$ cat src/qle_pkg.sv
// shared types, constants and helpers of the q-learning engine
`timescale 1ns / 1ps
package qle_pkg;

  localparam int Q_W      = 32;
  localparam int ACT_W    = 2;
  localparam int RATE_W   = 16;
  localparam int COORD_W  = 7;
  localparam int REWARD_W = 8;
  localparam int CFG_IDX_W = 2;

  localparam logic [RATE_W-1:0] LEARN_RATE_RST   = 16'd19661;
  localparam logic [RATE_W-1:0] DISCOUNT_RST     = 16'd19661;
  localparam logic [RATE_W-1:0] EXPLORE_RATE_RST = 16'd26214;

  localparam logic [CFG_IDX_W-1:0] REG_LEARN_RATE   = 2'd0;
  localparam logic [CFG_IDX_W-1:0] REG_DISCOUNT     = 2'd1;
  localparam logic [CFG_IDX_W-1:0] REG_EXPLORE_RATE = 2'd2;

  // one table row: the four action values of a state
  typedef logic [3:0][Q_W-1:0] row_t;

  typedef struct packed {
    logic ld_max;   // capture best value of the next state
    logic ld_old;   // capture old value, start gamma product
    logic ld_diff;  // form target minus old
    logic ld_prod;  // alpha product
  } upd_ctrl_t;

  typedef enum logic [2:0] {
    ST_CLEAR,
    ST_IDLE,
    ST_CHOOSE,
    ST_UP_NEXT,
    ST_UP_CUR,
    ST_UP_TGT,
    ST_UP_MUL,
    ST_UP_WB
  } state_e;

  // lowest action index among the maxima
  function automatic logic [ACT_W-1:0] first_max(row_t r);
    logic [ACT_W-1:0] best;
    best = '0;
    for (int a = 1; a < 4; a++) begin
      if ($signed(r[a]) > $signed(r[best])) begin
        best = ACT_W'(a);
      end
    end
    return best;
  endfunction

endpackage

$ cat src/qle_row_addr.sv
// clamps a signed offset pair to the table and forms its row address
`timescale 1ns / 1ps
module qle_row_addr
  import qle_pkg::*;
#(
  parameter int COORD_SPAN = 64
) (
  input  logic signed [COORD_W-1:0]                  dx_i,
  input  logic signed [COORD_W-1:0]                  dy_i,
  output logic [$clog2(4*COORD_SPAN*COORD_SPAN)-1:0] row_o
);

  localparam int SIDE = 2 * COORD_SPAN;
  localparam int RW   = $clog2(SIDE * SIDE);
  localparam int CW   = $clog2(SIDE);
  localparam logic signed [9:0] LO = -10'(COORD_SPAN);
  localparam logic signed [9:0] HI = 10'(COORD_SPAN - 1);
  localparam logic signed [9:0] OFS = 10'(COORD_SPAN);

  logic signed [9:0] x_ext, y_ext, x_clip, y_clip;
  logic [CW-1:0]     x_bin, y_bin;

  always_comb begin
    x_ext = 10'(dx_i);
    y_ext = 10'(dy_i);
    x_clip = (x_ext < LO) ? LO : ((x_ext > HI) ? HI : x_ext);
    y_clip = (y_ext < LO) ? LO : ((y_ext > HI) ? HI : y_ext);
    x_bin = CW'(x_clip + OFS);
    y_bin = CW'(y_clip + OFS);
    row_o = RW'(x_bin) * RW'(SIDE) + RW'(y_bin);
  end

endmodule

$ cat config.mk
export PLATFORM = sky130hd
export DESIGN_NAME = qle_row_addr
export DESIGN_NICKNAME = d
export VERILOG_FILES = /design/src/qle_pkg.sv /design/src/qle_row_addr.sv
export SDC_FILE = /design/constraint.sdc
export NUM_CORES = 1
export LEC_CHECK = 0
export BUFFER_PORTS_ARGS = -buffer_cell sky130_fd_sc_hd__buf_4
export CORE_AREA = 3 3 40 42
export DETAILED_ROUTE_END_ITERATION = 16
export DIE_AREA = 0 0 43 45
export PLACE_DENSITY = 0.35
export SYNTH_ARGS = -nofsm -noshare
export SYNTH_HDL_FRONTEND = slang
export SYNTH_SLANG_ARGS = --single-unit
$ cat constraint.sdc
create_clock -name vclk -period 0.8
set_input_delay 0.08 -clock vclk [all_inputs]
set_output_delay 0.08 -clock vclk [all_outputs]
set_load 0.02 [all_outputs]
==> metrics.txt <==
outcome finished clean; largest net degree at the start of global routing 2; Setup-failing EPs final 0; CP max stage cell buf_4; vias in the first global route 10; global-route wire length before repair 124 um; Leak 0.0299 nW; Cell Area, Synth about 53 um2; internal power 13.2 uW; Seq Cell Count 0; postcts setup bufs 0; Critical Path Fanout Max 1; CP bufs+invs 3; DRC 0; hold path depth 0; Mapped Cells 14; Initial DRC Count 0; Power Density approximately 420 nW/um2; Synth area leaders clkbuf_1 86%, inv_1 14%; Clk network pwr share 0; part of the power in registers 0; Die H around 45 um; multi-input gates 0; core area 1280 um2; die span in x 43 um; VDD IR-drop max 0.0441 mV; CP required 0.72 ns; GPL Wtd Cong 0.428; Setup crit start kind primary input; Hold Vio Cnt, Final 0; Initial Utilization 0.0409; detailed-route wire length per cell 6.81 um; grt ovf 0; register area share after synthesis 0; synth warn 0; synth-to-layout area growth 7.14%; Critical Path Max Stage Delay around 0.13 ns; Worst-Margin Slew 0.0680 ns; Total Wirelength 143 um; Synth top area share 0.857; Rows 13; FMAX 2.32 GHz; Max Cap Viol 0; RSZ-0062 raised after global routing false; CTS Hold Bufs 0; ANT cells 0; area of the multi-input gates 0 um2; synth cell count leaders 12 x clkbuf_1, 2 x inv_1; nets@finish 22; All-Layer GR Usage 0.00912; slew margin rel. 0.955; HP Class in2out; initial antenna violation count 0; die area just under 2000 um2; endpoint class of the critical path output port; clkbuf count 0; hold path endpoint row_o[11]; P_sw 10.7 uW; min Tclk post-route between 0.4 and 0.5 ns; top-count cell post-synth clkbuf_1; Setup TNS 0 ns; Sw Ratio 0.447; combinational power share 1.000; period utilization 0.539; crit path kind in2out; layout cell share with drive strength beyond 1 0.667; placed cell area 56.3 um2; CTS resizes 0; I/O pin total 28; cell accounting for the most synthesized area clkbuf_1; final max-slew violation count 0; hold path start dx_i[4]; finished layout cell area around 56 um2; syn avg cell area about 3.8 um2; storage element area 0 um2; count of different cell masters after synthesis 2; via count 34; Top cell by count, worst path buf_4; Post-Syn Nets 28; Crit path max-delay family buffers and inverters; Critical Path AT 0.35 ns; vias per cell 1.62; IO Port Bufs 4; critical path cell sequence buf_4 -> inv_1 -> buf_4; antenna viol nets, final 0; drt first pass iters 1
[per-layer routing]
layer  vias up  GRT usage  share of wire
li1         12          -              -
met1        18    0.00476           0.12
met2         4     0.0120           0.50
met3         0     0.0159           0.38
met4         0    0.00602              0
met5         -          0              0
[cells by family after synthesis]
kind of cell | after synthesis | synth area share
buffers and inverters | 14 | 1.00
[placed cells by master (no fill, tap or decap)]
cell   netlist  layout
buf_4        0       4
inv_1        2       2
[final cells by class]
class	instances	area (um2)
Fill cell	149	1230
Inverter	2	7.51
Tap cell	15	18.8
Timing Repair Buffer	4	30.0
[worst max path at each step]
stage	slack (ns)	startpoint	depth (start not counted)	to
floorplan	0.44	dy_i[0]	1	row_o[0]
global placement	0.37	dx_i[6]	3	row_o[13]
detailed placement	0.37	dy_i[6]	3	row_o[6]
CTS	0.37	dy_i[6]	3	row_o[6]
global route	0.34	dy_i[6]	3	row_o[6]
finish	0.37	dy_i[6]	3	row_o[6]
[power by group through the flow]
stage | Sequential, mW | Clock [mW] | Combinational (mW)
2_1_floorplan | 0 | 0 | 0.0704
4_1_cts | 0 | 0 | 0.0241
3_3_place_gp | 0 | 0 | 0.0240
5_1_grt | 0 | 0 | 0.0253
3_5_place_dp | 0 | 0 | 0.0241
6_report | 0 | 0 | 0.0238
[per-stage QoR]
stage | total power, mW | instances | utilization | setup WS (ns) | hold slack [ns]
6_report | 0.0238 | 21 | 0.0438 | 0.369 | 0.160
5_1_grt | 0.0253 | 21 | 0.0438 | 0.342 | 0.160
4_1_cts | 0.0241 | 21 | 0.0438 | 0.367 | 0.160
3_5_place_dp | 0.0241 | 21 | 0.0438 | 0.366 | 0.160
3_3_place_gp | 0.0240 | 21 | 0.0438 | 0.369 | 0.160
2_1_floorplan | 0.0704 | 14 | - | 0.439 | 0.237
No activity file was read; power rests on OpenSTA's default activity.
