**src/qle_pkg.sv**
```systemverilog
// shared types, constants and helpers of the q-learning engine
`timescale 1ns / 1ps
package qle_pkg;

  localparam int Q_W      = 32;
  localparam int ACT_W    = 2;
  localparam int RATE_W   = 16;
  localparam int COORD_W  = 7;
  localparam int REWARD_W = 8;
  localparam int CFG_IDX_W = 2;

  localparam logic [RATE_W-1:0] LEARN_RATE_RST   = 16'd19661;
  localparam logic [RATE_W-1:0] DISCOUNT_RST     = 16'd19661;
  localparam logic [RATE_W-1:0] EXPLORE_RATE_RST = 16'd26214;

  localparam logic [CFG_IDX_W-1:0] REG_LEARN_RATE   = 2'd0;
  localparam logic [CFG_IDX_W-1:0] REG_DISCOUNT     = 2'd1;
  localparam logic [CFG_IDX_W-1:0] REG_EXPLORE_RATE = 2'd2;

  // one table row: the four action values of a state
  typedef logic [3:0][Q_W-1:0] row_t;

  typedef struct packed {
    logic ld_max;   // capture best value of the next state
    logic ld_old;   // capture old value, start gamma product
    logic ld_diff;  // form target minus old
    logic ld_prod;  // alpha product
  } upd_ctrl_t;

  typedef enum logic [2:0] {
    ST_CLEAR,
    ST_IDLE,
    ST_CHOOSE,
    ST_UP_NEXT,
    ST_UP_CUR,
    ST_UP_TGT,
    ST_UP_MUL,
    ST_UP_WB
  } state_e;

  // lowest action index among the maxima
  function automatic logic [ACT_W-1:0] first_max(row_t r);
    logic [ACT_W-1:0] best;
    best = '0;
    for (int a = 1; a < 4; a++) begin
      if ($signed(r[a]) > $signed(r[best])) begin
        best = ACT_W'(a);
      end
    end
    return best;
  endfunction

endpackage

```
**src/qle_update.sv**
```systemverilog
// fixed-point q update pipeline: gamma product, difference, alpha product, saturate
`timescale 1ns / 1ps
module qle_update
  import qle_pkg::*;
#(
  parameter int FRAC_BITS = 16
) (
  input  logic                       clk_i,
  input  upd_ctrl_t                  ctrl_i,
  input  logic signed [Q_W-1:0]      max_next_i,
  input  logic signed [Q_W-1:0]      old_i,
  input  logic signed [REWARD_W-1:0] reward_i,
  input  logic [RATE_W-1:0]          learn_rate_i,
  input  logic [RATE_W-1:0]          discount_i,
  output logic signed [Q_W-1:0]      new_q_o
);

  localparam logic signed [38:0] Q_MAX = 39'sd2147483647;
  localparam logic signed [38:0] Q_MIN = -39'sd2147483648;

  logic signed [Q_W-1:0] max_q, old_q;
  logic signed [48:0]    gprod_q;
  logic signed [35:0]    diff_q;
  logic signed [52:0]    aprod_q;

  logic signed [16:0] disc_s, alpha_s;
  logic signed [48:0] gprod_d;
  logic signed [33:0] gterm, rscaled;
  logic signed [34:0] target;
  logic signed [35:0] diff_d;
  logic signed [52:0] aprod_d;
  logic signed [37:0] aterm;
  logic signed [38:0] sum;

  always_comb begin
    disc_s  = {1'b0, discount_i};
    alpha_s = {1'b0, learn_rate_i};
    gprod_d = disc_s * max_q;
    // round to nearest, ties upward: add half then floor shift
    gterm   = 34'((gprod_q + 49'sd32768) >>> 16);
    rscaled = 34'(reward_i) <<< FRAC_BITS;
    target  = 35'(rscaled) + 35'(gterm);
    diff_d  = 36'(target) - 36'(old_q);
    aprod_d = alpha_s * diff_q;
    aterm   = 38'((aprod_q + 53'sd32768) >>> 16);
    sum     = 39'(old_q) + 39'(aterm);
    if (sum > Q_MAX) begin
      new_q_o = Q_MAX[Q_W-1:0];
    end else if (sum < Q_MIN) begin
      new_q_o = Q_MIN[Q_W-1:0];
    end else begin
      new_q_o = sum[Q_W-1:0];
    end
  end

  always_ff @(posedge clk_i) begin
    if (ctrl_i.ld_max) begin
      max_q <= max_next_i;
    end
    if (ctrl_i.ld_old) begin
      old_q   <= old_i;
      gprod_q <= gprod_d;
    end
    if (ctrl_i.ld_diff) begin
      diff_q <= diff_d;
    end
    if (ctrl_i.ld_prod) begin
      aprod_q <= aprod_d;
    end
  end

endmodule
```
**config.mk**
```make
export PLATFORM = sky130hd
export DESIGN_NAME = qle_update
export DESIGN_NICKNAME = d
export VERILOG_FILES = /design/src/qle_pkg.sv /design/src/qle_update.sv
export SDC_FILE = /design/constraint.sdc
export NUM_CORES = 2
export LEC_CHECK = 0
export BUFFER_PORTS_ARGS = -buffer_cell sky130_fd_sc_hd__buf_2
export CAP_MARGIN = 5
export CORE_MARGIN = 4
export CORE_UTILIZATION = 30
export DETAILED_ROUTE_END_ITERATION = 8
export HOLD_SLACK_MARGIN = 0.12
export PLACE_DENSITY = 0.52
export SLEW_MARGIN = 20
export SYNTH_ARGS = -nofsm -noshare
export SYNTH_HDL_FRONTEND = slang
export SYNTH_SLANG_ARGS = --single-unit
export TNS_END_PERCENT = 30
```
**constraint.sdc**
```tcl
create_clock -name clk_i -period 7.8 [get_ports clk_i]
set_input_delay 1.95 -clock clk_i [delete_from_list [all_inputs] [get_ports clk_i]]
set_output_delay 1.95 -clock clk_i [all_outputs]
set_load 0.03 [all_outputs]
```
==> reports/summary.txt <==
WP depth: 25
Post-detail-place hpwl: 112200 um
Max Root-Sink Buffers: 2
Post-Syn Instances: 5080
Die Height: 403.9 um
Drt total wl: 129300 um
CTS clock-pin slew for the worst setup and hold paths: 0.07 ns
Die Area: 163100 um2
Min Tclk post-route: 7.612 ns
Vias in the first global route: 36.80k
Main synth FF type: edfxtp_1
WL per Instance: 17.30 um
Initial antenna violation count: 28
Yosys cell types: 75
CTS tree: done
Drt first-iter violations: 1892
Cell area after synthesis: 47020 um2
Status: finished clean
Largest net degree at the start of global routing: 64
Total grt overflow: 0
Die X: 403.9 um
FILL cells: 16.13k
Vias per std cell: 4.579
P&R area growth vs syn: 13.37%
Seq cells post-synth: 170
I/O Buffers: 140
Hold WC Path Type: flip-flop to flip-flop
Vias: 34.23k
RSZ-0062 raised after global routing: true
Achievable frequency: 0.1314 GHz
Layout cells sized above 1: 0.1110
Max-slew headroom: 0.3655
Core area: 156000 um2
Worst Tran Pin Value: 0.9518 ns
Fin crit share: 0.9759
CP max stage delay: 0.53 ns
CP top delay family: adder cells
Root buffer cell: clkbuf_16
Worst hold path depth: 2
Worst setup SP type: input port
Final-report hold violation count: 0
Dpl cell area: 52330 um2
Critical path origin: discount_i[5]
Worst EP required: 8.04 ns
Initial Utilization: 0.3013
Drc violations: 0
Pins Over Slew Limit: 0
Worst setup path class: input port to flip-flop
Crit. End Element: flip-flop
Worst Path Buf+Inv: 8
Synth warn: 0
Cells on worst reg2reg path: 23
Row cnt: 145
Gpl congestion: 0.8545
Synthesized Nets: 6548
Number of flops mapped to enable cells by yosys: 170
Cell with the most instances on the worst path: fa_1
Total track usage: 0.1629
Largest fanout on the critical path: 14
Fin nets: 6867
Htree depth: 4
Reg2Reg Setup Slack: 0.95 ns
TritonCTS buffer count: 17
# IOs: 141
Setup violations, final: 0
Routed Antenna Nets: 0
CTS Hold Buffers Added: 0
DR pass1 iterations: 6
Reg-to-Reg Start: diff_q[8]
First-pass GRT wire length: 208300 um
End point of the critical path: gprod_q[45]
Post-synth ARST share: 0
Worst path slowest cell: fa_1
Sequential element share of the synthesized area: 0.1086
Final clock skew: 0.02229 ns
# clock sinks: 170
Syn avg cell area: 9.255 um2
Clock Latency Late Sink: 0.50 ns
Critical path arrival: 7.85 ns
R2r endpoint: aprod_q[43]
Max-Cap Viols: 0
Post-route cell area: 53300 um2
-- cells in the mapped netlist (all sizes together) (35+ instances only) --
library cell     n  share of area
a21oi          136          0.015
xnor2          126          0.024
fa            1035           0.44
nand4           36         0.0048
xor2            68          0.013
and2           398          0.053
inv           1165          0.093
nor3            37         0.0040
ha             324          0.086
and3            35         0.0047
nand3           44         0.0047
edfxtp         170           0.11
nand2          794          0.063
nor2           113         0.0090
o21ai           97          0.010
clkbuf         187          0.015
a21o            56         0.0089
-- how the worst min path moves through the flow --
stage	start	to	slack (ns)
3_3_place_gp	old_q[0]	diff_q[0]	0.74
4_1_cts	old_q[0]	diff_q[0]	0.75
6_report	old_q[0]	diff_q[0]	0.74
3_5_place_dp	old_q[0]	diff_q[0]	0.72
5_1_grt	old_q[0]	diff_q[0]	0.77
2_1_floorplan	old_q[0]	diff_q[0]	0.65
-- cells by family (layout without fill, tap and decap cells) --
group	count (synthesis)	in the layout	share of synthesized area
simple gates	1539	1539	0.1559
flops	170	170	0.1086
mux	2	2	0.0004258
fa+ha+maj	1359	1359	0.5269
compound gates	452	452	0.06262
buf+inv	1364	1696	0.1093
xor+xnor	194	194	0.03630
other cells	0	6	0
-- metal layers --
layer | share of wire | vias up | global-route usage
li1 | - | 15935 | -
met1 | 0.47 | 17356 | 0.2319
met2 | 0.44 | 832 | 0.2542
met3 | 0.079 | 104 | 0.04293
met4 | 0.014 | 4 | 0.02469
met5 | 0.00023 | - | 0
-- cell type report --
cell class,count,area [um2],share of cell area
well taps,2058,2575,0.04831
clock inverters,13,152.6,0.002864
inverters,1165,4373,0.08204
repair buffers,499,3627,0.06805
flip-flops and latches,170,5105,0.09577
multi-input cells,3546,37020,0.6946
diodes,6,15.01,0.0002817
clock buffers,19,432.9,0.008122
-- registers in the layout, indices dropped and copies added (netlist names) --
| name | flops |
|---|---|
| aprod_q | 37 |
| diff_q | 35 |
| gprod_q | 34 |
| max_q | 32 |
| old_q | 32 |
-- placed cells by master (no fill, tap or decap), types with 56 or more instances in the layout --
master | Yosys | layout
a21o_1 | 56 | 56
a21oi_1 | 135 | 130
and2_1 | 398 | 397
buf_2 | 10 | 129
buf_4 | 1 | 341
edfxtp_1 | 170 | 170
fa_1 | 1035 | 1034
ha_1 | 324 | 320
inv_1 | 1165 | 1165
nand2_1 | 794 | 794
nor2_1 | 113 | 107
o21ai_0 | 89 | 83
xnor2_1 | 125 | 122
xor2_1 | 68 | 68
-- through the flow --
step	util	instances	setup TNS (ns)	hold slack (ns)	worst slack, ns
6_report	0.3416	7476	0	0.7436	0.1880
5_1_grt	0.3415	7470	-0.1158	0.7743	-0.04795
4_1_cts	0.3396	7464	0	0.7493	0.03428
3_5_place_dp	0.3354	7430	-17.15	0.7240	-0.7651
3_3_place_gp	0.3354	7430	-16.57	0.7415	-0.7263
2_1_floorplan	-	5080	-0.08317	0.6512	-0.06006
-- worst register-to-register path, delay by kind of cell (launching register included) --
family / cells / cell delay, ns
buf+inv: 6 / 0.64
fa+ha+maj: 7 / 3.41
simple gates: 3 / 0.50
xor+xnor: 1 / 0.12
flops: 1 / 0.93
compound gates: 6 / 0.98
-- repair_timing --
action                     CTS  global route
buffers inserted             2             6
pin swaps                    3            10
setup endpoints to repair   41            57
resized for setup           13            69
Power is not shown: default switching activity piles up to over one toggle a cycle in this logic, so the estimate is an artifact.
